**config.mk**
```make
export PLATFORM = sky130hd
export DESIGN_NAME = qte_sqrt_cell
export DESIGN_NICKNAME = d
export VERILOG_FILES = /design/src/hdl/qte_sqrt_cell.sv
export SDC_FILE = /design/constraint.sdc
export NUM_CORES = 1
export LEC_CHECK = 0
export BUFFER_PORTS_ARGS = -buffer_cell sky130_fd_sc_hd__buf_2
export CORE_MARGIN = 2
export CORE_UTILIZATION = 51
export DETAILED_ROUTE_END_ITERATION = 8
export PLACE_DENSITY = 0.84
export SYNTH_ARGS = -nofsm -noshare
export SYNTH_HDL_FRONTEND = slang
export SYNTH_SLANG_ARGS = --single-unit
export TNS_END_PERCENT = 1
```
**constraint.sdc**
```tcl
create_clock -name clock -period 7 [get_ports clock]
set_input_delay 0.35 -clock clock [delete_from_list [all_inputs] [get_ports clock]]
set_output_delay 0.35 -clock clock [all_outputs]
set_load 0.005 [all_outputs]
```
**src/hdl/qte_sqrt_cell.sv**
```systemverilog
`default_nettype none
module qte_sqrt_cell #(
   parameter int RAD_W   = 29,
   parameter int BIT_POS = 28,
   parameter int SIDE_W  = 96
) (
   input  wire logic              clock,
   input  wire logic              enable,
   input  wire logic [RAD_W-1:0]  rem_i,
   input  wire logic [RAD_W:0]    res_i,
   input  wire logic [SIDE_W-1:0] side_i,
   output logic      [RAD_W-1:0]  rem_o,
   output logic      [RAD_W:0]    res_o,
   output logic      [SIDE_W-1:0] side_o
);
   localparam logic [RAD_W:0] BIT_VAL = (RAD_W+1)'(1) << BIT_POS;

   logic [RAD_W-1:0]  rem_ff, rem_in;
   logic [RAD_W:0]    res_ff, res_in, trial;
   logic [SIDE_W-1:0] side_ff;

   always_comb begin
      trial = res_i + BIT_VAL;
      if ({1'b0, rem_i} >= trial) begin
         rem_in = rem_i - trial[RAD_W-1:0];
         res_in = (res_i >> 1) + BIT_VAL;
      end else begin
         rem_in = rem_i;
         res_in = res_i >> 1;
      end
   end

   always_ff @(posedge clock) begin
      if (enable) begin
         rem_ff  <= rem_in;
         res_ff  <= res_in;
         side_ff <= side_i;
      end
   end

   assign rem_o  = rem_ff;
   assign res_o  = res_ff;
   assign side_o = side_ff;
endmodule
`default_nettype wire

```
Word level (Yosys, flattened, before mapping)
Cells that the tools add are included.
{"block": "word_totals", "reg_bits": 155, "latch_bits": 0, "mem_bits_rw": 0, "rom_bits": 0, "input_bits": 157, "output_inout_bits": 155, "wordCells": 10, "n_memories": 0}
{"block": "classes", "addsub": 3, "n_mul": 0, "div": 0, "n_lt_le_gt_ge": 1, "n_eq_ne": 0, "shifts": 0, "muxes": 2, "bitwise": 0, "n_reduce_logical": 0}
{"operator": "two-way mux 29 bit", "n": 2}
{"operator": "adder 29 x 29 -> 30 bit, second input constant", "n": 1}
{"operator": "adder 30 x 29 -> 30 bit, second input constant", "n": 1}
{"operator": ">= comparator 29 x 30 -> 1 bit", "n": 1}
{"operator": "subtractor 29 bit", "n": 1}

Logic depth before layout (Yosys ltp)
{"block": "depth", "depth_word": 3, "depth_mapped": 12, "ltp_nobuf": 11}

Worst setup path before layout
No wires, ideal clock.
{"block": "synth_timing", "path_kind": "input port to flip-flop", "from": "input port rem_i[0]", "to": "register rem_ff[24] (netlist: rem_o[24]) (data pin)", "setup_time_ns": 0.260, "arrival_ns": 2.576, "required_time_ns": 6.740, "slack_ns": 4.164, "cell_stages": 11, "n_path_buf": 0, "path_cell_list": "inv_1 -> ha_1 -> inv_1 -> fa_1 -> a21oi_1 -> o21ai_4 -> a41o_2 -> a21o_1 -> a2111oi_0 -> and4b_1 -> mux2_4"}
{"block": "synth_between", "elab_chain_cells": 2, "word_cells_on_any_way": 3, "classes_between": "add/sub: 1; order compare: 1; mux: 1"}
{"element": "from (decl)", "line_no": "9", "rtl": "input wire logic [RAD_W-1:0] rem_i,"}
{"element": "subtractor 29 bit or >= comparator 29 x 30 -> 1 bit (tied branches)", "line_no": "25, 24"}
{"element": "two-way mux 29 bit (*)", "line_no": "24", "rtl": "if ({1'b0, rem_i} >= trial) begin"}
{"element": "named net rem_in[24]", "line_no": "18", "rtl": "logic [RAD_W-1:0] rem_ff, rem_in;"}
{"element": "to (signal assigned)", "line_no": "35", "rtl": "rem_ff <= rem_in;"}
{"element": "to (decl)", "line_no": "18"}
The timed path passes the listed nets; every way through them passes the cells marked *.
A chain may end at the register's enable or synchronous reset.

Worst setup path after layout
{"block": "layout_timing", "from": "input port rem_i[0]", "to": "register rem_ff[5] (netlist: rem_o[5]) (data pin)"}
The elaborated chain is that of the path after synthesis.

==> out/metrics.cfg <==
[status]
status=completed

[setup_path]
cp.arrival_ps=3300
cp-start-kind=input port
max_stage_delay_ps=920
cp_slowest_cell=o211ai_4
path_class=in -> reg
cp-end-kind=flip-flop
worstPathRequired_ps=7170
cp_cell_sequence=buf_2 > inv_1 > ha_1 > inv_1 > fa_1 > a21oi_1 > o21ai_4 > a21oi_1 > o21a_2 > o21a_4 > o211ai_4 > mux2_2
crit_fanout=26

[die]
row_count=42
die_w_um=121
core_area_sq_um=13300
die_area_sq_um=14600
initial_utilization=0.524
fp.dieH_um=121
io-pin-count=312

[sta]
slew_headroom=0.217
worst_pin_slew_ps=1170
rsz0062_at_grt=no
layout_min_cycle_time_ps=3130
finalMaxSlewViolations=0
clock.fmax_ghz=0.319
period_share=0.448
hold-worst-slack_ps=97.3
setup_viol=0
fin_tns_setup_ps=0
hold_viol_final=0

[global_routing]
grt_start_max_net_pins=80
grt_pass1_wl_um=28100
first_global_vias=5069
grt.total_usage=0.261
overflow=0
antenna_found_initial=5

[synthesis]
ys_async_sr_fraction=0
synth_warnings=0
synth_nets=648
synth_area_leaders=edfxtp_1 (67%), ha_1 (5.2%), mux2_4 (3.4%), xnor2_1 (2.4%), inv_1 (2.0%)
netlist_instances=461
synth.avg_cell_area_sq_um=15.1
synthFlopType=edfxtp_1
synthDistinctLibCells=65
synth_area_sq_um=6970
synth_edf_count=155
yosys.area.top_type_share=0.668
synth-seq-area-share=0.668
ys_ff_latch=155
yosysTopAreaCell=edfxtp_1

[cts]
clock_path_buffers=2
cts_tree=built
numClockSinks=155
cts_htree_levels=4
cts_setup_buffers=0
cts_inserted_buffers=17
path_clk_slew_ps=60
cts_root_buffer=clkbuf_16
cts_resized=0
hold_buffers=0

[route]
firstDrtPassIters=5
drtIter0Drc=445
remaining_drc_errors=0
ant_nets=0
vias_per_cell=5.31
wirelength_um=19200
vias=5176
wl_per_cell_um=19.7

[layout]
final_cell_mix=buf_2 (310), edfxtp_1 (155), inv_1 (37)
final_common_cell=buf_2
postLayoutCellArea_sq_um=9290
finalNetCount=970
area_growth_pct=33.3
final_layout_size_suffix_gt1_frac=0.477

[min_path]
hold_start=side_i[64]
holdPathStages=1
whs_endpoint=side_o[64]
hold_path_class=in -> reg

[power]
vdd_drop_max_mv=0.162
p_leak_uw=0.00410
pwr_density_cell_nw_per_um2=265

[placement]
gp_congestion=0.868
hpwl_um=14800
placed_cell_area_sq_um=8680
io_buffers=311

[flow_run]
maxCapViolations=0

==> layout make-up <==
| class | count | area (sq um) |
|---|---|---|
| Clock buffer | 18 | 429 |
| Clock inverter | 13 | 166 |
| Sequential cell | 155 | 4650 |
| Fill cell | 931 | 4010 |
| Timing Repair Buffer | 312 | 1570 |
| Antenna cell | 4 | 10.0 |
| Tap cell | 176 | 220 |
| Multi-Input combinational cell | 260 | 2100 |
| Inverter | 37 | 139 |
==> cell families after synthesis <==
logic type,count (synthesis),synth area share
XOR/XNOR,23,0.0289
AND/OR/NAND/NOR,76,0.0580
flip-flops,155,0.668
AO/OA/AOI/OAI,102,0.105
adder cells (fa/ha/maj),30,0.0549
multiplexers,29,0.0544
buffers and inverters,46,0.0309
==> power by group <==
group	switching, uW	internal [uW]
combinational	208	186
clock	369	563
sequential	20.4	1120
total	598	1870
==> registers in the layout (all words and copies together) (netlist names) <==
name	flops
side_o	96
rem_o	29
res_o	30
==> worst max-delay path by stage <==
stage                        start         to
final                     rem_i[0]   rem_o[5]
after global placement    rem_i[0]   rem_o[6]
after CTS                 rem_i[0]   rem_o[5]
after floorplan           rem_i[0]  rem_o[24]
after detailed placement  rem_i[0]   rem_o[4]
after global routing      rem_i[0]   rem_o[5]
==> critical path: cells and delay by family <==
family | cells | cell delay [ps]
adder cells (fa/ha/maj) | 2 | 420
AO/OA/AOI/OAI | 6 | 1890
multiplexers | 1 | 430
buffers and inverters | 3 | 190
==> per-layer routing <==
metal / up-vias / track usage / wire (um)
met5: - / 0 / 27
met4: 4 / 0.0865 / 361
met3: 33 / 0.0968 / 1780
met2: 217 / 0.455 / 10100
met1: 2496 / 0.295 / 6960
li1: 2426 / - / -
==> per-stage QoR <==
| stage | setup WS, ps | utilization | total power (uW) | cells |
|---|---|---|---|---|
| after global placement | 3540 | 0.653 | 1540 | 940 |
| after CTS | 3870 | 0.698 | 2480 | 971 |
| final | 3870 | 0.699 | 2460 | 975 |
| after floorplan | 4160 | - | 1360 | 461 |
| after detailed placement | 3470 | 0.653 | 1550 | 940 |
| after global routing | 3620 | 0.698 | 2560 | 972 |
==> synth_stat cells, types with 2 or more instances <==
cell type	n
mux2_4	16
clkbuf_1	2
o211a_1	2
o21bai_1	6
a21o_1	9
o2111ai_1	4
nor2_1	17
nor3_1	3
a21oi_1	27
nand2_1	14
a2111oi_0	3
o31ai_1	3
and2_2	2
a21boi_0	2
xor2_1	4
ha_1	29
mux2_2	7
nor2b_1	3
mux2i_1	6
o21a_1	8
o21ai_1	2
xnor2_1	19
inv_1	37
and2_1	3
edfxtp_1	155
nand4_1	8
o21ai_0	12
or3_1	2
a211oi_1	2
buf_2	2
a31oi_1	4
and4_1	4
nand3_1	12
No activity file was read; power rests on OpenSTA's default activity.
