File: config.mk
export PLATFORM = sky130hd
export DESIGN_NAME = qte_div_cell
export DESIGN_NICKNAME = d
export VERILOG_FILES = /design/src/hdl/qte_pkg.sv /design/src/hdl/qte_div_cell.sv
export SDC_FILE = /design/constraint.sdc
export NUM_CORES = 1
export LEC_CHECK = 0
export ABC_AREA = 1
export BUFFER_PORTS_ARGS = -buffer_cell sky130_fd_sc_hd__buf_2
export CAP_MARGIN = 25
export CORE_AREA = 2 2 60 62
export DETAILED_ROUTE_END_ITERATION = 12
export DIE_AREA = 0 0 62 64
export GPL_ROUTABILITY_DRIVEN = 0
export GPL_TIMING_DRIVEN = 0
export PLACE_DENSITY = 0.75
export SYNTH_ARGS = -nofsm -noshare
export SYNTH_HDL_FRONTEND = slang
export SYNTH_SLANG_ARGS = --single-unit
export TNS_END_PERCENT = 1
File: constraint.sdc
create_clock -name clock -period 2.3 [get_ports clock]
set_clock_uncertainty 0.2 [all_clocks]
set_input_delay 0.115 -clock clock [delete_from_list [all_inputs] [get_ports clock]]
set_output_delay 0.115 -clock clock [all_outputs]
set_load 0.05 [all_outputs]
File: src/hdl/qte_pkg.sv
`default_nettype none
package qte_pkg;

   localparam int CORDIC_STAGES_DEF = 16;
   localparam int FRAC_BITS_DEF     = 14;
   localparam int ATAN_TAB_LEN      = 24;
   localparam int IN_W              = 16;
   localparam int IN_FRAC           = 14;
   localparam int PROD_W            = 32;
   localparam int SUM_W             = 34;
   localparam int ANG_FRAC          = 16;
   localparam int ANG_W             = 27;
   localparam int QUO_W             = 11;
   localparam int STEP_W            = 7;
   localparam int STEP_RESET        = 5;
   localparam int HALF_TURN_DEG     = 180;
   localparam int PITCH_W           = 9;
   localparam int YAW_W             = 8;
   localparam int ROLL_W            = 9;
   localparam int LANES             = 3;
   localparam int LANE_PITCH        = 0;
   localparam int LANE_YAW          = 1;
   localparam int LANE_ROLL         = 2;

   // atan(2^-i) in units of 2^-16 degree, rounded to nearest
   function automatic logic [ANG_W-1:0] atan_tab(input int idx);
      logic [ANG_W-1:0] v;
      case (idx)
         0:  v = ANG_W'(2949120);
         1:  v = ANG_W'(1740967);
         2:  v = ANG_W'(919879);
         3:  v = ANG_W'(466945);
         4:  v = ANG_W'(234379);
         5:  v = ANG_W'(117304);
         6:  v = ANG_W'(58666);
         7:  v = ANG_W'(29335);
         8:  v = ANG_W'(14668);
         9:  v = ANG_W'(7334);
         10: v = ANG_W'(3667);
         11: v = ANG_W'(1833);
         12: v = ANG_W'(917);
         13: v = ANG_W'(458);
         14: v = ANG_W'(229);
         15: v = ANG_W'(115);
         16: v = ANG_W'(57);
         17: v = ANG_W'(29);
         18: v = ANG_W'(14);
         19: v = ANG_W'(7);
         20: v = ANG_W'(4);
         21: v = ANG_W'(2);
         22: v = ANG_W'(1);
         default: v = '0;
      endcase
      return v;
   endfunction

endpackage
`default_nettype wire

File: src/hdl/qte_div_cell.sv
`default_nettype none
module qte_div_cell #(
   parameter int BIT_IDX = 10
) (
   input  wire logic                         clock,
   input  wire logic                         enable,
   input  wire logic [qte_pkg::STEP_W-1:0]   step_i,
   input  wire logic [qte_pkg::QUO_W-1:0]    num_i,
   input  wire logic [qte_pkg::STEP_W-1:0]   rem_i,
   input  wire logic [qte_pkg::QUO_W-1:0]    quo_i,
   input  wire logic                         neg_i,
   output logic      [qte_pkg::QUO_W-1:0]    num_o,
   output logic      [qte_pkg::STEP_W-1:0]   rem_o,
   output logic      [qte_pkg::QUO_W-1:0]    quo_o,
   output logic                              neg_o
);
   import qte_pkg::*;

   logic [STEP_W:0]   trial;
   logic [STEP_W-1:0] rem_ff, rem_in;
   logic [QUO_W-1:0]  quo_ff, quo_in, num_ff;
   logic              neg_ff;

   always_comb begin
      trial  = {rem_i, num_i[BIT_IDX]};
      quo_in = quo_i;
      if (trial >= {1'b0, step_i}) begin
         rem_in          = STEP_W'(trial - {1'b0, step_i});
         quo_in[BIT_IDX] = 1'b1;
      end else begin
         rem_in = trial[STEP_W-1:0];
      end
   end

   always_ff @(posedge clock) begin
      if (enable) begin
         rem_ff <= rem_in;
         quo_ff <= quo_in;
         num_ff <= num_i;
         neg_ff <= neg_i;
      end
   end

   assign num_o = num_ff;
   assign rem_o = rem_ff;
   assign quo_o = quo_ff;
   assign neg_o = neg_ff;
endmodule
`default_nettype wire

# [After elaboration in Yosys (flattened, before gate mapping)]
# Cells that the tools add are included.
[totals] register_bits=30 wordCells=8
[classes] order_cmp=1 mux=1 n_addsub=1
[ops] cell="8-bit by 7-bit greater-or-equal comparator with 1-bit output" n=1
[ops] cell="7-bit two-way mux" n=1
[ops] cell="7-bit subtractor" n=1

# [Longest topological paths before layout]
# Gate-level depths: netlist of run 1.
[logic_depth] depth_word=2 depth_mapped=11

# [Worst setup path after synthesis of run 1]
# No wires, ideal clock.
[synth_timing] kind="input port to flip-flop" startpoint="input port num_i[10] (netlist name)" endpoint="register rem_ff[5], in the netlist rem_o[5], data pin" path_stages=11 setup_ns=0.253 t_arrival_ns=1.286 slack_ns=0.561 path_cell_list="inv_1 ha_1 fa_1 inv_1 nand2_1 nand2_1 nand2_1 o21ai_0 nand2_1 nand3_1 nand2_1"
[synth_between] elab_chain_len=2 elab_cells_between_ends=3 cone_classes="add/sub (1); order compare (1); mux (1)"
[synth_lines] element="start, declared" line_no="qte_div_cell.sv:8" rtl="input wire logic [qte_pkg::QUO_W-1:0] num_i,"
[synth_lines] element="7-bit subtractor or 8-bit by 7-bit greater-or-equal comparator with 1-bit output (tied branches)" line_no="qte_div_cell.sv:28, qte_div_cell.sv:27"
[synth_lines] element="7-bit two-way mux *" line_no="qte_div_cell.sv:27" rtl="if (trial >= {1'b0, step_i}) begin"
[synth_lines] element="via rem_in[5]" line_no="qte_div_cell.sv:20" rtl="logic [STEP_W-1:0] rem_ff, rem_in;"
[synth_lines] element="end signal, assigned" line_no="qte_div_cell.sv:37" rtl="rem_ff <= rem_in;"
[synth_lines] element="end, declared" line_no="qte_div_cell.sv:20"
# Mark *: on every way through the listed nets, which the timed path passes. The rest lies on a longest branch.
# A chain may end at the register's enable or synchronous reset.

# [Worst setup path after layout of run 1]
[layout_timing] startpoint="input port num_i[10] (netlist name)" endpoint="register rem_ff[6], in the netlist rem_o[6], data pin"
# Same word-level chain as after synthesis.

==> flow_metrics.py, run 1 <==
metrics = {
    "final_layout": {
        "final_common_cell": "buf_2",
        "area_growth_pct": 52.3,
        "fillers": 270,
        "drive_gt1_share_pct": 33.9,
        "n_antenna_cell": 0,
        "final_cell_mix": "68 x buf_2, 38 x nand2_1, 30 x edfxtp_1, 29 x dlygate4sd3_1, 23 x inv_1",
        "fin_nets": 280,
    },
    "sta": {
        "relSlewSlack_pct": 58.4,
        "finalSetupViolations": 0,
        "tns_ns": 0,
        "worst_slew_pin_slew_ns": 0.624,
        "rsz0062_at_grt": "no",
        "fmax_mhz": 469,
        "hold_viol_final": 0,
        "final_max_slew_viol_count": 0,
        "period_share_pct": 92.7,
        "min_period_ns": 2.13,
    },
    "clocking": {
        "cts.clk_slew.worst_paths_ns": 0.08,
        "cts_buffers": 5,
        "tritoncts": "done",
        "htreeDepth": 2,
        "clock-sinks": 30,
        "cts_buffer_depth": 2,
        "clock-root-buffer": "clkbuf_4",
    },
    "logic_synthesis": {
        "synth_seq_cells": 30,
        "syn_area_mm2": 0.00142,
        "yosysTopAreaCell": "edfxtp_1",
        "synth_top_area_share_pct": 63.5,
        "avgSynthCellArea_um2": 11.0,
        "syn_inst": 129,
        "ys_types": 16,
        "synth_area_leaders": "edfxtp_1 64%, nand2_1 10%, ha_1 6.2%",
        "ys.warnings.count": 0,
        "seq_area_frac_synth_pct": 63.5,
        "synth_nets": 176,
    },
    "placed_design": {
        "post-dp-hpwl_mm": 2.14,
        "numPortBuffers": 68,
    },
    "floorplan": {
        "die_area_mm2": 0.00397,
        "die_w_um": 62,
        "rows": 21,
        "start_util_pct": 43.2,
        "coreArea_mm2": 0.00328,
        "die_y_um": 64,
        "pin_count": 69,
    },
    "route": {
        "viasPerCell": 4.51,
        "dr_total_vias": 1258,
        "drcViolationCount": 0,
        "ant_nets": 0,
        "routed_wl_mm": 3.19,
        "wire_per_inst_um": 11.4,
        "drtPass1Iterations": 4,
        "detail_route.iter0.violations": 91,
    },
    "grt": {
        "grt_overflow": 0,
        "groute.usage.overall_pct": 17.0,
        "antenna_found_initial": 0,
        "grt_max_degree": 31,
        "first_global_vias": 1206,
        "grt_pass1_wl_mm": 4.89,
    },
    "pwr": {
        "cellPowerDensity_mw_per_mm2": 640,
        "ir_drop_mv": 0.177,
        "p_leak_nw": 1.05,
        "finalPower_mw": 1.38,
    },
    "worst_setup_path": {
        "critPathRequiredTime_ns": 2.18,
        "start_kind": "input port",
        "worstPathMaxFanout": 5,
        "arrival_ns": 2.01,
        "critPathCaptureType": "flip-flop",
        "path_class": "input port to flip-flop",
    },
    "min_path": {
        "hold_class": "input port to flip-flop",
        "hold_depth": 5,
    },
    "outcome": {
        "status": "complete, no violations",
    },
    "job": {
        "drv_cap": 0,
    },
}
[cell families (layout without fill, tap and decap cells)]
| logic type | count (synthesis) | after routing | share of synthesized area (%) |
|---|---|---|---|
| AO/OA/AOI/OAI | 5 | 5 | 2.56 |
| XOR/XNOR | 1 | 1 | 0.618 |
| adder cells (fa/ha/maj) | 8 | 8 | 7.59 |
| buffers and inverters | 23 | 127 | 6.09 |
| flip-flops | 30 | 30 | 63.5 |
| AND/OR/NAND/NOR | 62 | 62 | 19.6 |
[Yosys cell counts, drive strengths merged]
| cell type | count |
|---|---|
| a21oi | 2 |
| edfxtp | 30 |
| fa | 1 |
| ha | 7 |
| inv | 23 |
| nand2 | 39 |
| nand3 | 13 |
| nand3b | 1 |
| nand4 | 2 |
| nor2 | 5 |
| o21ai | 3 |
| or2 | 2 |
| xnor2 | 1 |
[path summary, 6_finish.rpt]
check,slack (ns),to,start
worst max-delay path,0.17,rem_o[6],num_i[10]
worst min-delay path,0.12,rem_o[5],rem_i[6]
[per-layer routing]
| layer | track usage (%) | vias to the layer above | wire length, µm |
|---|---|---|---|
| met5 | 0 | - | 0 |
| met4 | 6.91 | 0 | 66 |
| met2 | 30.1 | 65 | 1580 |
| met1 | 17.0 | 551 | 1230 |
| met3 | 6.28 | 8 | 321 |
| li1 | - | 634 | - |
[where the power goes]
group	internal [mW]	leakage, nW	total (mW)	switching [mW]
clock network	0.115	0.0254	0.273	0.158
registers	0.662	0.294	0.673	0.0111
logic	0.137	0.726	0.436	0.299
[state kept, by name (all words and copies together) (netlist names)]
| register | cells |
|---|---|
| num_o | 11 |
| quo_o | 11 |
| rem_o | 7 |
| neg_o | 1 |
[stage by stage]
step	util [%]	cell area [µm²]	cells	hold slack, ns	worst slack [ns]
6_report	65.7	2160	279	0.123	0.167
5_1_grt	65.7	2160	279	0.127	0.00455
4_1_cts	65.5	2150	279	0.106	0.0843
3_5_place_dp	55.3	1820	243	0.0933	0.271
3_3_place_gp	55.3	1820	243	0.0915	0.322
2_1_floorplan	-	1420	129	0.0139	0.561
[critical path: stages]
cell,delay (ns)
dlygate4sd3_1,0.52
buf_2,0.11
inv_1,0.05
ha_2,0.18
fa_2,0.35
inv_1,0.08
nand2_1,0.06
nand2_2,0.08
nand2_1,0.07
o21ai_0,0.09
nand2_1,0.15
nand3_1,0.11
nand2_1,0.06
[what timing repair did]
action / CTS / global route
hold endpoints to repair: 30 / 0
setup buffers: 0 / 0
gates resized for setup: 0 / 3
hold buffers: 29 / 0
setup endpoints to repair: 0 / 5
[cell type report]
class / instances / area, µm² / share of cell area [%]
clock buffer: 7 / 45.0 / 2.09
multi-input combinational: 76 / 438 / 20.3
inverter: 23 / 86.3 / 4.00
timing repair buffer: 97 / 631 / 29.2
sequential: 30 / 901 / 41.7
tap: 46 / 57.6 / 2.67
No activity file was read; power rests on OpenSTA's default activity.
==> run 2: changes to the inputs <==
--- a/config.mk
+++ b/config.mk
@@ -14,6 +14,7 @@
 export GPL_ROUTABILITY_DRIVEN = 0
 export GPL_TIMING_DRIVEN = 0
 export PLACE_DENSITY = 0.75
+export RECOVER_POWER = 100
 export SYNTH_ARGS = -nofsm -noshare
 export SYNTH_HDL_FRONTEND = slang
 export SYNTH_SLANG_ARGS = --single-unit
==> run 2 against run 1 <==
- flip-flop and latch count is the same
- maximum frequency is essentially flat
- final area shrank 1.8%
- non-clock buffer count is the same
- clock power is essentially flat
- critical path depth is the same
- global-route usage is the same
- utilization shrank 1.2 points
- wire length grew 1.3%
==> flow_metrics.py, run 2 (synthesized netlist as in run 1, its figures left out) <==
metrics = {
    "final_layout": {
        "stdcell_count": 279,
        "n_antenna_cell": 0,
        "final_cell_mix": "38 x nand2_1, 37 x buf_2, 33 x clkbuf_1, 30 x edfxtp_1, 29 x dlygate4sd3_1",
        "area_growth_pct": 49.5,
        "final_common_cell": "nand2_1",
        "fillers": 293,
        "drive_gt1_share_pct": 20.6,
        "fin_nets": 280,
        "seq_area_um2": 901,
        "multi_input_area_um2": 438,
    },
    "clocking": {
        "tritoncts": "done",
        "cts.clk_slew.worst_paths_ns": 0.08,
        "clock-root-buffer": "clkbuf_4",
        "htreeDepth": 2,
        "cts_buffers": 5,
        "cts_buffer_depth": 2,
        "post_cts_buffers": 0,
        "clock-sinks": 30,
    },
    "floorplan": {
        "die_w_um": 62,
        "rows": 21,
        "die_area_mm2": 0.00397,
        "start_util_pct": 43.2,
        "die_y_um": 64,
        "pin_count": 69,
        "coreArea_mm2": 0.00328,
    },
    "route": {
        "drtPass1Iterations": 4,
        "wire_per_inst_um": 11.6,
        "ant_nets": 0,
        "viasPerCell": 4.50,
        "detail_route.iter0.violations": 85,
        "routed_wl_mm": 3.23,
        "wl_met3_um": 340,
        "wl_met2_mm": 1.57,
        "top_layer": "met4",
        "wl_met1_mm": 1.26,
        "drcViolationCount": 0,
        "dr_total_vias": 1256,
    },
    "worst_setup_path": {
        "critPathCaptureType": "flip-flop",
        "slowest_delay_ns": 0.52,
        "worstPathMaxFanout": 5,
        "path_common_cell": "nand2_1",
        "cp_slowest_cell": "dlygate4sd3_1",
        "crit_chain": "dlygate4sd3_1 -> buf_2 -> inv_1 -> ha_2 -> fa_2 -> inv_1 -> nand2_1 -> nand2_2 -> nand2_1 -> o21ai_0 -> nand2_1 -> nand3_1 -> nand2_1",
        "critPathRequiredTime_ns": 2.18,
        "start_kind": "input port",
        "path_class": "input port to flip-flop",
        "arrival_ns": 2.01,
    },
    "grt": {
        "first_global_vias": 1206,
        "grt_overflow": 0,
        "grt_pass1_wl_mm": 4.89,
        "antenna_found_initial": 0,
        "grt_max_degree": 31,
        "groute.usage.overall_pct": 17.0,
    },
    "sta": {
        "hold_viol_final": 0,
        "rsz0062_at_grt": "no",
        "tns_ns": 0,
        "finalSetupViolations": 0,
        "period_share_pct": 92.8,
        "fmax_mhz": 469,
        "final_max_slew_viol_count": 0,
        "min_period_ns": 2.13,
        "worst_slew_pin_slew_ns": 1.48,
        "relSlewSlack_pct": 1.11,
    },
    "outcome": {
        "status": "complete, no violations",
    },
    "min_path": {
        "hp-start": "rem_i[6]",
        "hold_class": "input port to flip-flop",
        "whs_endpoint": "rem_o[5]",
        "hold_depth": 5,
    },
    "placed_design": {
        "post-dp-hpwl_mm": 2.14,
        "dp_cells": 243,
        "numPortBuffers": 68,
    },
    "pwr": {
        "cellPowerDensity_mw_per_mm2": 647,
        "ir_drop_mv": 0.175,
        "p_leak_nw": 0.960,
    },
    "job": {
        "drv_cap": 0,
    },
}
[run 2: changes by cell type in the layout (fill, tap and decap cells not counted)]
cell | before | now
buf_2 | 68 | 37
clkbuf_1 | 2 | 33
[run 2: worst max path at each step]
stage / start / end / slack [ns] / cells past startpoint
3_3_place_gp: num_i[10] / rem_o[6] / 0.32 / 12
5_1_grt: num_i[10] / rem_o[6] / 0.005 / 13
4_1_cts: num_i[10] / rem_o[2] / 0.08 / 13
3_5_place_dp: num_i[10] / rem_o[2] / 0.27 / 12
6_report: num_i[10] / rem_o[6] / 0.17 / 13
2_1_floorplan: num_i[10] / rem_o[5] / 0.56 / 11
[run 2: power breakdown]
group / switching [mW] / internal, mW / total, mW
clock: 0.158 / 0.115 / 0.273
sequential: 0.0129 / 0.663 / 0.675
combinational: 0.300 / 0.123 / 0.423
[run 2: timing repair]
item / 4_1_cts / 5_1_grt
endpoints found under the hold margin: 30 / 0
resized for setup: 0 / 3
hold buffers: 29 / 0
endpoints found under the setup margin: 0 / 5
[run 2: through the flow]
| step | cell area, µm² | power, mW | utilization, % | hold slack, ns | worst slack [ns] |
|---|---|---|---|---|---|
| detailed placement | 1820 | 1.08 | 55.3 | 0.0933 | 0.271 |
| finish | 2120 | 1.37 | 64.5 | 0.124 | 0.166 |
| floorplan | 1420 | 0.973 | - | 0.0139 | 0.561 |
| CTS | 2150 | 1.39 | 65.5 | 0.106 | 0.0843 |
| global route | 2120 | 1.45 | 64.5 | 0.127 | 0.00455 |
| global placement | 1820 | 1.07 | 55.3 | 0.0915 | 0.322 |
[run 2: critical path, delay by kind of cell]
family,cells,cell delay (ns)
buffers and inverters,4,0.76
adders and majority gates,2,0.53
and+or+nand+nor,6,0.52
AOI/OAI and AO/OA,1,0.09
[run 2: cell type report]
cell class / count / share of cell area, %
Clock buffer: 7 / 2.13
Inverter: 23 / 4.07
Multi-Input combinational cell: 76 / 20.7
Sequential cell: 30 / 42.5
Tap cell: 46 / 2.72
Timing Repair Buffer: 97 / 27.9
[run 2: routing by layer]
| layer | track usage, % | vias up |
|---|---|---|
| li1 | - | 633 |
| met1 | 17.0 | 548 |
| met2 | 30.1 | 67 |
| met3 | 6.28 | 8 |
| met4 | 6.91 | 0 |
| met5 | 0 | - |
