$ cat config.mk
export PLATFORM = sky130hd
export DESIGN_NAME = qte_cordic_cell
export DESIGN_NICKNAME = d
export VERILOG_FILES = /design/src/hdl/qte_pkg.sv /design/src/hdl/qte_cordic_cell.sv
export SDC_FILE = /design/constraint.sdc
export NUM_CORES = 1
export LEC_CHECK = 0
export BUFFER_PORTS_ARGS = -buffer_cell sky130_fd_sc_hd__buf_2
export CELL_PAD_IN_SITES_DETAIL_PLACEMENT = 1
export CELL_PAD_IN_SITES_GLOBAL_PLACEMENT = 1
export CORE_MARGIN = 3
export CORE_UTILIZATION = 35
export DETAILED_ROUTE_END_ITERATION = 16
export PLACE_DENSITY = 0.8
export SLEW_MARGIN = 25
export SYNTH_ARGS = -nofsm -noshare
export SYNTH_HDL_FRONTEND = slang
export SYNTH_SLANG_ARGS = --single-unit
$ cat constraint.sdc
create_clock -name clock -period 4.9 [get_ports clock]
set_clock_uncertainty 0.2 [all_clocks]
set_input_delay 0.245 -clock clock [delete_from_list [all_inputs] [get_ports clock]]
set_output_delay 0.245 -clock clock [all_outputs]
set_load 0.05 [all_outputs]
$ cat src/hdl/qte_pkg.sv
`default_nettype none
package qte_pkg;

   localparam int CORDIC_STAGES_DEF = 16;
   localparam int FRAC_BITS_DEF     = 14;
   localparam int ATAN_TAB_LEN      = 24;
   localparam int IN_W              = 16;
   localparam int IN_FRAC           = 14;
   localparam int PROD_W            = 32;
   localparam int SUM_W             = 34;
   localparam int ANG_FRAC          = 16;
   localparam int ANG_W             = 27;
   localparam int QUO_W             = 11;
   localparam int STEP_W            = 7;
   localparam int STEP_RESET        = 5;
   localparam int HALF_TURN_DEG     = 180;
   localparam int PITCH_W           = 9;
   localparam int YAW_W             = 8;
   localparam int ROLL_W            = 9;
   localparam int LANES             = 3;
   localparam int LANE_PITCH        = 0;
   localparam int LANE_YAW          = 1;
   localparam int LANE_ROLL         = 2;

   // atan(2^-i) in units of 2^-16 degree, rounded to nearest
   function automatic logic [ANG_W-1:0] atan_tab(input int idx);
      logic [ANG_W-1:0] v;
      case (idx)
         0:  v = ANG_W'(2949120);
         1:  v = ANG_W'(1740967);
         2:  v = ANG_W'(919879);
         3:  v = ANG_W'(466945);
         4:  v = ANG_W'(234379);
         5:  v = ANG_W'(117304);
         6:  v = ANG_W'(58666);
         7:  v = ANG_W'(29335);
         8:  v = ANG_W'(14668);
         9:  v = ANG_W'(7334);
         10: v = ANG_W'(3667);
         11: v = ANG_W'(1833);
         12: v = ANG_W'(917);
         13: v = ANG_W'(458);
         14: v = ANG_W'(229);
         15: v = ANG_W'(115);
         16: v = ANG_W'(57);
         17: v = ANG_W'(29);
         18: v = ANG_W'(14);
         19: v = ANG_W'(7);
         20: v = ANG_W'(4);
         21: v = ANG_W'(2);
         22: v = ANG_W'(1);
         default: v = '0;
      endcase
      return v;
   endfunction

endpackage
`default_nettype wire

$ cat src/hdl/qte_cordic_cell.sv
`default_nettype none
module qte_cordic_cell #(
   parameter int CW    = 23,
   parameter int STAGE = 0
) (
   input  wire logic                            clock,
   input  wire logic                            enable,
   input  wire logic signed [CW-1:0]            x_i,
   input  wire logic signed [CW-1:0]            y_i,
   input  wire logic signed [qte_pkg::ANG_W-1:0] z_i,
   input  wire logic                            zero_i,
   output logic      signed [CW-1:0]            x_o,
   output logic      signed [CW-1:0]            y_o,
   output logic      signed [qte_pkg::ANG_W-1:0] z_o,
   output logic                                 zero_o
);
   import qte_pkg::*;

   localparam logic signed [ANG_W-1:0] ATAN_VAL = atan_tab(STAGE);

   logic signed [CW-1:0]    x_ff, x_in, y_ff, y_in, xs, ys;
   logic signed [ANG_W-1:0] z_ff, z_in;
   logic                    zero_ff;

   always_comb begin
      xs = x_i >>> STAGE;
      ys = y_i >>> STAGE;
      // rotate clockwise while y is non-negative
      if (!y_i[CW-1]) begin
         x_in = x_i + ys;
         y_in = y_i - xs;
         z_in = z_i + ATAN_VAL;
      end else begin
         x_in = x_i - ys;
         y_in = y_i + xs;
         z_in = z_i - ATAN_VAL;
      end
   end

   always_ff @(posedge clock) begin
      if (enable) begin
         x_ff    <= x_in;
         y_ff    <= y_in;
         z_ff    <= z_in;
         zero_ff <= zero_i;
      end
   end

   assign x_o    = x_ff;
   assign y_o    = y_ff;
   assign z_o    = z_ff;
   assign zero_o = zero_ff;
endmodule
`default_nettype wire

Word level (Yosys, flattened, before mapping)
Cells that the tools add are included.
Operators by class
  mux-type cells: 3
  add/sub/neg operators: 5
Operators with widths (count)
  23-bit 2-to-1 mux: 2
  23-bit subtractor: 2
  27-bit by 23-bit adder with 27-bit output, second input constant: 1
  27-bit 2-to-1 mux: 1
  27-bit by 23-bit subtractor with 27-bit output, second input constant: 1
  23-bit adder: 1
Word-level totals
  register bits after elaboration: 74
  logic and storage cells: 12
  output and inout port bits: 74

Depth between registers and ports, before layout
Gate-level depths: netlist of the first run.
  depth in word-level cells: 2
  mapped depth: 11

Least setup slack after synthesis of the first run
OpenSTA, ideal clock, no wires.
  kind: in2reg
  start point: input port y_i[22]
  end point: register z_ff[25], in the netlist z_o[25], data pin
  buffers on the path: 2
  stages: 10
  arrival time: 2455 ps
  slack: 1987 ps
  path through: inv_1 > clkbuf_1 > buf_1 > ha_1 > a21oi_1 > o21ai_1 > a2111o_1 > a31o_2 > a21oi_2 > xnor2_1
Between the ends
  cells in the longest elaborated chain, start to end: 1
RTL lines
  start, declared: line qte_cordic_cell.sv:9  | input wire logic signed [CW-1:0] y_i,
  27-bit 2-to-1 mux: line qte_cordic_cell.sv:29  | if (!y_i[CW-1]) begin
  named net z_in[25]: line qte_cordic_cell.sv:22  | logic signed [ANG_W-1:0] z_ff, z_in;
  end signal, assigned: line qte_cordic_cell.sv:44  | z_ff <= z_in;
  end, declared: line qte_cordic_cell.sv:22
The timed path passes the listed nets, and every way through them passes these cells.
A chain may end at the register's enable or synchronous reset.

Worst setup path after layout of the first run
  start point: input port x_i[14]
  end point: register x_ff[21], in the netlist x_o[21], data pin
Between the ends
  cells in the longest elaborated chain, start to end: 2
  elaborated cells between the ends (all ways): 3
  classes of those cells: add/sub (2); mux (1)
RTL lines
  start, declared: line qte_cordic_cell.sv:8  | input wire logic signed [CW-1:0] x_i,
  23-bit adder or 23-bit subtractor (tied branches): line qte_cordic_cell.sv:30, qte_cordic_cell.sv:34
  23-bit 2-to-1 mux (*): line qte_cordic_cell.sv:29
  named net x_in[21]: line qte_cordic_cell.sv:21  | logic signed [CW-1:0] x_ff, x_in, y_ff, y_in, xs, ys;
  end signal, assigned: line qte_cordic_cell.sv:42  | x_ff <= x_in;
  end, declared: line qte_cordic_cell.sv:21
Mark *: on every way through the listed nets, which the timed path passes. The rest lies on a longest branch.

==> out/qor.yml, run 1 <==
timing:
  timing.fmax_mhz: 350
  finalHoldViolCount: 0
  holdWs_ns: 0.0348
  finalSetupViolCount: 0
  worst_slack_ns: 2.04
  worstMarginPinSlew_ns: 0.761
  max_slew_margin_pct: 49.2
  finalCriticalPeriod_ns: 2.86
  slew_violations: 0
  rsz0062_at_grt: "false"
  finalCritPeriodShare_pct: 58.3
  fin_tns_setup_ns: 0
floorplan:
  initial_core_util_pct: 36.1
  core_area_sq_mm: 0.0181
  ioPinCount: 150
  dieArea_sq_mm: 0.0204
  rows: 49
  die_h_um: 143
  die_w_um: 143
placed_design:
  placed_area_sq_mm: 0.00741
  dp_cells: 1049
  place_ws_ns: 1.76
  numPortBuffers: 149
  hpwlAfterDp_um: 16600
  place.gp.congestion: 0.973
pwr:
  power.total_mw: 2.54
  peakVddDrop_mv: 0.171
  powerDensity_mw_per_mm2: 323
  cellLeakagePower_nw: 3.44
logic_synthesis:
  synth_cells: 703
  synth_seq_area_share_pct: 33.5
  avgSynthCellArea_sq_um: 9.31
  synth_edf_count: 73
  async_flop_share_pct: 0
  synthFlopType: "edfxtp_1"
  yosysWarnings: 0
  synth_area_sq_mm: 0.00654
  ys_types: 77
  ys_seq_elements: 73
  syn_nets: 858
grt:
  grt_pass1_wl_um: 32500
  grt_max_degree: 55
  grt_pass1_vias: 6052
  grt_overflow: 0
  antenna_found_initial: 0
  grt_usage_pct: 20.0
layout:
  final_util_pct: 43.4
  diodes: 0
  final_layout_size_suffix_gt1_share_pct: 23.0
  areaGrowthSynthToFinish_pct: 20.4
  n_fill_cell: 2136
  nets: 1003
  design_area_sq_mm: 0.00788
  fin_cells: 1082
route:
  wl_um: 20700
  first_pass_iters: 6
  ant_nets: 0
  drt_iter0_drc: 368
  vias: 5861
  vias_per_cell: 5.42
  post-route-drc-count: 0
  wl_per_cell_um: 19.1
clock_tree:
  postCtsSetupBuffers: 0
  cts_buffers: 9
  clkSinkCount: 73
  cts_tree: "yes"
  h-tree-depth: 3
  root_buffer: "clkbuf_16"
  cts_resized: 0
  clk_pin_slew_ns: 0.06
  max-clock-path-buffers: 2
setup_path:
  cp.arrival_ns: 2.74
  cp.required_ns: 4.78
  path_max_fanout: 19
  criticalPathCategory: "input port to flip-flop"
  startpoint_type: "input port"
  worstSetupEndpointType: "flip-flop"
outcome:
  status: "finished, final reports clean"
job:
  max_cap_viol_count: 0
min_path:
  hold_class: "input port to flip-flop"
  min_path_cells: 2
  min_from: "z_i[16]"
  holdPathEnd: "z_o[16]$_DFFE_PP_"
==> sequential cells by signal, summed over array words and instances (netlist names) <==
register,cells
y_o,23
zero_o,1
x_o,22
z_o,27
==> report_power, final <==
part	switching [mW]	internal [mW]	leakage (nW)
registers	0.0255	0.810	0.714
logic	0.753	0.306	2.59
clock network	0.255	0.393	0.137
==> cells by family after synthesis <==
| family | count (synthesis) | share of synthesized area, % |
|---|---|---|
| adders and majority gates | 79 | 15.6 |
| DFF | 73 | 33.5 |
| muxes | 10 | 1.53 |
| buffers and inverters | 107 | 7.00 |
| and+or+nand+nor | 158 | 12.7 |
| xor gates and xnor gates | 50 | 6.69 |
| AOI/OAI and AO/OA | 226 | 23.0 |
==> Yosys cell counts, drive strengths merged, types with 4 or more instances <==
cell type	instances	area share, %
o21ai	41	3.2
o211ai	10	1.1
o21bai	7	0.80
mux2i	10	1.5
inv	72	4.1
nand2	29	1.7
and2	4	0.38
clkbuf	11	0.63
nor3	19	1.5
xor2	10	1.3
a21o	15	1.7
or2	5	0.48
and4	4	0.54
a211oi	13	1.6
edfxtp	73	34
buf	24	2.2
nor4	5	0.57
nand3b	4	0.52
nor2	42	2.4
ha	75	14
and3	4	0.46
nand3	12	0.92
o311ai	4	0.65
nand4	8	0.99
a21oi	83	6.7
o31ai	12	1.4
xnor2	40	5.4
nor2b	11	1.1
fa	4	1.2
a31oi	6	0.57
==> worst max-delay path, stage by stage <==
cell and delay, ns:
buf_2 0.11, inv_1 0.05, ha_1 0.72, inv_1 0.23, a21oi_1 0.27, o31ai_1 0.19
a211oi_1 0.42, o221a_2 0.27, o41ai_2 0.07, xnor2_1 0.15
==> per-layer routing <==
layer	up-vias	track usage (%)	routed length (um)
met5	-	0	0
met4	0	4.40	280
met3	18	3.52	1380
met2	211	32.0	9440
met1	2797	28.2	9610
li1	2835	-	-
==> cell type report <==
cell class	count	area (sq um)	share of cell area (%)
clock buffer	9	225	2.86
clock inverter	7	71.3	0.905
inverter	72	270	3.43
multi-input combinational	523	3890	49.4
sequential	73	2190	27.8
tap	229	287	3.64
timing repair buffer	169	938	11.9
==> worst max path at each step <==
stage,start,endpoint,slack [ns]
after floorplan,y_i[22],z_o[25]$_DFFE_PP_,1.99
after global placement,y_i[0],y_o[22]$_DFFE_PP_,1.81
after detailed placement,y_i[0],y_o[22]$_DFFE_PP_,1.76
after CTS,x_i[14],x_o[21]$_DFFE_PP_,2.11
after global routing,x_i[14],x_o[21]$_DFFE_PP_,1.83
final,x_i[14],x_o[21]$_DFFE_PP_,2.04
==> what timing repair did <==
item,4_1_cts,5_1_grt
hold endpoints to repair,17,0
endpoints found under the setup margin,0,0
hold buffers,17,0
==> placed cells by master (no fill, tap or decap), drive strengths merged, types with 11 or more instances in the layout <==
cell type / Yosys / layout
buf: 24 / 152
a21oi: 83 / 83
ha: 75 / 75
edfxtp: 73 / 73
inv: 72 / 72
nor2: 42 / 42
o21ai: 41 / 41
xnor2: 40 / 40
nand2: 29 / 29
nor3: 19 / 19
dlygate4sd3: 0 / 17
a21o: 15 / 15
a211oi: 13 / 13
o31ai: 12 / 12
nand3: 12 / 12
nor2b: 11 / 11
No activity file was read; power rests on OpenSTA's default activity.
==> inputs of run 2 (changes only) <==
clock period = 2.67 ns   (was 4.9 ns; I/O delays follow)
==> run 2 against run 1 <==
Compared with the run above: flip-flop and latch count unchanged; sequential power grew 82%; critical path depth increased by 1; total power up 90%; clock power rose by 85%; die area stayed put; via count is 5.7% higher; highest routed layer unchanged; non-clock buffer count is 76 higher; worst hold slack improved by 0.040 ns.
==> out/qor.yml, run 2 (synthesis results as in run 1) <==
timing:
  finalSetupViolCount: 0  # unchanged
  holdWs_ns: 0.0751  # +0.0403 ns
  slew_violations: 0  # unchanged
  worstMarginPinSlew_ns: 0.602  # -0.160 ns
  max_slew_margin_pct: 59.7  # +10 points
  finalCritPeriodShare_pct: 94.6
  fin_tns_setup_ns: 0  # unchanged
  finalCriticalPeriod_ns: 2.52
  rsz0062_at_grt: "false"
  finalHoldViolCount: 0  # unchanged
  timing.fmax_mhz: 396
placed_design:
  hpwlAfterDp_um: 17400  # +5.2%
  place.gp.congestion: 0.908  # -6.6%
  numPortBuffers: 149  # unchanged
  dp_cells: 1123  # +7.1%
setup_path:
  path_cells: "dlygate4sd3_1 > buf_2 > inv_1 > fa_1 > nor2b_1 > o21ai_0 > a21boi_0 > o21ai_0 > a21oi_2 > and4_1 > nor3_1"
  path_max_fanout: 3  # -16
  cp_num_buf_inv: 3  # unchanged
  startpoint_type: "input port"
  worstSetupEndpointType: "flip-flop"
  critPathMaxStageDelay_ns: 0.53  # -0.19 ns
  cpMostUsedCell: "o21ai_0"
  critical-path-top-delay-family: "compound AO/OA/AOI/OAI gates"
  criticalPathCategory: "input port to flip-flop"
  cp_slowest_cell: "dlygate4sd3_1"
  cp.required_ns: 2.54  # -2.24 ns
  critPathLaunch: "z_i[16]"
  cp.arrival_ns: 2.40  # -0.34 ns
floorplan:
  initial_core_util_pct: 36.1  # unchanged
  core_area_sq_mm: 0.0181  # unchanged
  dieArea_sq_mm: 0.0204  # unchanged
  rows: 49  # unchanged
  ioPinCount: 150  # unchanged
  die_h_um: 143  # unchanged
  die_w_um: 143  # unchanged
grt:
  grt_pass1_wl_um: 32800  # +1.1%
  antenna_found_initial: 0  # unchanged
  grt_max_degree: 51  # -7.3%
  grt_overflow: 0  # unchanged
  grt_usage_pct: 20.1  # +0.16 points
  grt_pass1_vias: 6211  # +2.6%
clock_tree:
  h-tree-depth: 3  # unchanged
  clkSinkCount: 73  # unchanged
  clk_pin_slew_ns: 0.06  # about the same
  max-clock-path-buffers: 2  # unchanged
  cts_buffers: 9  # unchanged
  root_buffer: "clkbuf_16"
  postCtsSetupBuffers: 0  # unchanged
  cts_tree: "yes"
outcome:
  status: "finished, final reports clean"
layout:
  nets: 1079  # +7.6%
  largest_reg_flops: 27  # unchanged
  fin_cells: 1158  # +7.0%
  multi_input_area_sq_mm: 0.00390  # about the same
  areaGrowthSynthToFinish_pct: 29.5
  final_layout_size_suffix_gt1_share_pct: 29.1  # +6.1 points
  n_fill_cell: 2160  # +1.1%
  seq_area_sq_mm: 0.00219  # unchanged
  diodes: 0  # unchanged
  final_cell_mix: "149 x buf_2, 78 x a21oi_1, 76 x buf_4"
  final_common_cell: "buf_2"
  final_util_pct: 46.7  # +3.3 points
min_path:
  hold_class: "input port to flip-flop"
  holdPathEnd: "z_o[23]$_DFFE_PP_"
  min_from: "z_i[23]"
  min_path_cells: 3  # +1
route:
  vias: 6193  # +5.7%
  vias_per_cell: 5.35  # -1.3%
  ant_nets: 0  # unchanged
  wl_per_cell_um: 18.2  # -4.9%
  drt_iter0_drc: 428  # +16%
  wl_um: 21100  # +1.8%
  first_pass_iters: 6  # unchanged
  post-route-drc-count: 0  # unchanged
pwr:
  cellLeakagePower_nw: 3.82  # +11%
  peakVddDrop_mv: 0.276  # +61%
  powerDensity_mw_per_mm2: 570  # +77%
  power.total_mw: 4.83  # +90%
job:
  max_cap_viol_count: 0  # unchanged
run 2: changes by cell type in the layout (fill, tap and decap cells not counted):
cell	previous run	this run
dlygate4sd3_1	17	19
clkinvlp_4	3	1
inv_6	0	3
clkinv_2	2	0
clkinv_1	0	1
a21oi_1	79	78
a21oi_2	3	4
buf_12	0	1
buf_4	3	76
run 2: power by group:
| group | internal [mW] | switching, mW | total (mW) |
|---|---|---|---|
| Sequential | 1.48 | 0.0387 | 1.52 |
| Combinational | 0.682 | 1.42 | 2.11 |
| Clock | 0.731 | 0.468 | 1.20 |
run 2: metrics by stage:
step                      cell area (sq um)  setup slack, ns
after global placement                 7980          -0.0572
final                                  8470            0.145
after CTS                              8470            0.104
after global routing                   8470          0.00761
after detailed placement               7980           -0.139
after floorplan                        6540           0.0495
run 2: worst max path at each step:
stage                                    to  depth (start not counted)
after floorplan           z_o[25]$_DFFE_PP_                         10
after global placement    y_o[20]$_DFFE_PP_                         11
after detailed placement  y_o[22]$_DFFE_PP_                         11
after CTS                 z_o[26]$_DFFE_PP_                         11
after global routing      z_o[26]$_DFFE_PP_                         11
final                     z_o[26]$_DFFE_PP_                         11
run 2: area by class of cell:
| cell class | instances | area share (%) |
|---|---|---|
| clock buffers | 9 | 2.66 |
| clock inverters | 7 | 0.901 |
| inverters | 72 | 3.19 |
| multi-input cells | 523 | 46.0 |
| flip-flops and latches | 73 | 25.9 |
| well taps | 229 | 3.38 |
| repair buffers | 245 | 18.0 |
run 2: routing by layer:
metal	global-route usage, %	wire length, um	vias up
li1	-	-	2987
met1	28.4	9940	2995
met5	0	0	-
met2	32.3	9720	185
met4	5.30	340	0
met3	3.08	1090	26
run 2: what timing repair did:
| item | CTS | global route |
|---|---|---|
| hold endpoints to repair | 20 | 0 |
| hold buffers | 19 | 0 |
| gates resized for setup | 0 | 1 |
| endpoints found under the setup margin | 0 | 1 |
==> inputs of run 3 (changes only) <==
clock period = 2.45 ns   (was 2.67 ns; I/O delays follow)
==> run 3 against run 2 <==
Compared with the run above: global-route usage increased by 1.9 points; count of clock-buffer cells in the layout increased by 2; routed wire length increased by 9.8%; non-clock buffer count increased by 67; critical path depth unchanged; final area increased by 6.7%; die area unchanged; critical endpoint is now y_o[20]$_DFFE_PP_.
==> out/qor.yml, run 3 (synthesis results as in run 1) <==
clock_tree:
  cts_tree: "yes"
  root_buffer: "clkbuf_16"
  max-clock-path-buffers: 2  # unchanged
  clk_pin_slew_ns: 0.06  # about the same
  h-tree-depth: 3  # unchanged
  cts_buffers: 9  # unchanged
  clkSinkCount: 73  # unchanged
layout:
  final_layout_size_suffix_gt1_share_pct: 34.7  # +5.7 points
  final_cell_mix: "149 x buf_2, 142 x buf_4, 77 x a21oi_1"
  nets: 1146  # +6.2%
  diodes: 0  # unchanged
  n_fill_cell: 2141  # -0.88%
  fin_cells: 1225  # +5.8%
  areaGrowthSynthToFinish_pct: 38.2
  final_common_cell: "buf_2"
  seq_area_sq_mm: 0.00219  # unchanged
  largest_reg_flops: 27  # unchanged
  multi_input_area_sq_mm: 0.00399  # +2.3%
route:
  wl_per_cell_um: 18.9  # +3.8%
  vias_per_cell: 5.36  # +0.30%
  wl_um: 23200  # +9.8%
  vias: 6571  # +6.1%
  maxUsedRoutingLayer: "met4"
  wl_met3_um: 1670  # +53%
  met2WireLength_um: 10900  # +12%
  post-route-drc-count: 0  # unchanged
  ant_nets: 0  # unchanged
  drt_iter0_drc: 423  # -1.2%
  first_pass_iters: 5  # -1
  m1WireLength_um: 10000  # +0.69%
placed_design:
  dp_cells: 1188  # +5.8%
  hpwlAfterDp_um: 18900  # +8.3%
  place_ws_ns: -0.338  # -0.198 ns
  numPortBuffers: 149  # unchanged
  place.gp.congestion: 0.915  # +0.69%
grt:
  grt_pass1_wl_um: 35700  # +8.6%
  antenna_found_initial: 0  # unchanged
  grt_overflow: 0  # unchanged
  grt_usage_pct: 22.0  # +1.9 points
  grt_max_degree: 74  # +45%
  grt_pass1_vias: 6872  # +11%
floorplan:
  initial_core_util_pct: 36.1  # unchanged
  rows: 49  # unchanged
  ioPinCount: 150  # unchanged
  core_area_sq_mm: 0.0181  # unchanged
  die_h_um: 143  # unchanged
  die_w_um: 143  # unchanged
  dieArea_sq_mm: 0.0204  # unchanged
setup_path:
  path_max_fanout: 3  # unchanged
  criticalPathCategory: "input port to flip-flop"
  critPathLaunch: "y_i[0]"
  cp.arrival_ns: 2.25  # -0.15 ns
  worstSetupEndpointType: "flip-flop"
  cp.required_ns: 2.33  # -0.21 ns
  startpoint_type: "input port"
min_path:
  hold_class: "input port to flip-flop"
  holdPathEnd: "z_o[23]$_DFFE_PP_"
  min_path_cells: 3  # unchanged
  min_from: "z_i[23]"
timing:
  finalHoldViolCount: 0  # unchanged
  fin_tns_setup_ns: 0  # unchanged
  slew_violations: 0  # unchanged
  worst_slack_ns: 0.0768  # -0.0683 ns
  max_slew_margin_pct: 60.0  # +0.30 points
  timing.fmax_mhz: 421
  holdWs_ns: 0.0595  # -0.0156 ns
  finalCriticalPeriod_ns: 2.37
  finalCritPeriodShare_pct: 96.9
  worstMarginPinSlew_ns: 0.596  # -0.00600 ns
  finalSetupViolCount: 0  # unchanged
outcome:
  status: "finished, final reports clean"
job:
  max_cap_viol_count: 0  # unchanged
pwr:
  powerDensity_mw_per_mm2: 588  # +3.2%
  peakVddDrop_mv: 0.376  # +36%
  cellLeakagePower_nw: 4.14  # +8.4%
  power.total_mw: 5.31  # +10%
[run 3: cell types whose count changed in the layout (fill, tap and decap cells not counted), sizes merged]
cell / delta
buf: +67
bufinv: -1
clkbuf: +2
clkinv: +2
inv: -3
[run 3: timing repair]
| item | in CTS | in global routing |
|---|---|---|
| hold buffers | 19 | 0 |
| endpoints found under the setup margin | 1 | 18 |
| buffers inserted | 0 | 2 |
| gates resized for setup | 1 | 17 |
| endpoints found under the hold margin | 20 | 0 |
| pin swaps | 0 | 10 |
[run 3: how the worst max path moves through the flow]
| stage | endpoint | slack (ns) | depth (start not counted) |
|---|---|---|---|
| 2_1_floorplan | z_o[25]$_DFFE_PP_ | 0.03 | 10 |
| 3_3_place_gp | y_o[22]$_DFFE_PP_ | -0.28 | 11 |
| 3_5_place_dp | y_o[22]$_DFFE_PP_ | -0.34 | 11 |
| 4_1_cts | y_o[22]$_DFFE_PP_ | 0.01 | 10 |
| 5_1_grt | y_o[22]$_DFFE_PP_ | -0.06 | 10 |
| 6_report | y_o[20]$_DFFE_PP_ | 0.08 | 11 |
[run 3: metrics by stage]
stage               util [%]  area, sq um
floorplan                  -         6550
global placement        46.7         8480
detailed placement      46.7         8480
CTS                     49.3         8940
global route            49.8         9040
finish                  49.8         9040
[run 3: layout make-up]
class                      count  share of cell area, %
timing repair buffer         312                   22.6
inverter                      72                   2.99
sequential                    73                   24.2
tap                          229                   3.17
clock buffer                  11                   2.57
multi-input combinational    523                   44.1
clock inverter                 5                  0.360
[run 3: power by group]
part	internal [mW]	switching [mW]
combinational	0.858	1.62
clock	0.682	0.492
sequential	1.62	0.0461
[run 3: worst max-delay path, stage by stage]
cell and delay (ns):
buf_2 0.10, inv_1 0.06, ha_1 0.22, fa_1 0.43, nand3b_4 0.21, a2111oi_4 0.38
a211oi_1 0.12, o21ai_1 0.22, nand3_1 0.11, a31oi_1 0.18, xor2_1 0.09
[run 3: metal layers]
layer  global-route usage, %  vias to the layer above
met1                    29.8                     3151
met4                    5.60                        0
met3                    3.32                       39
met5                       0                        -
met2                    36.8                      262
li1                        -                     3119
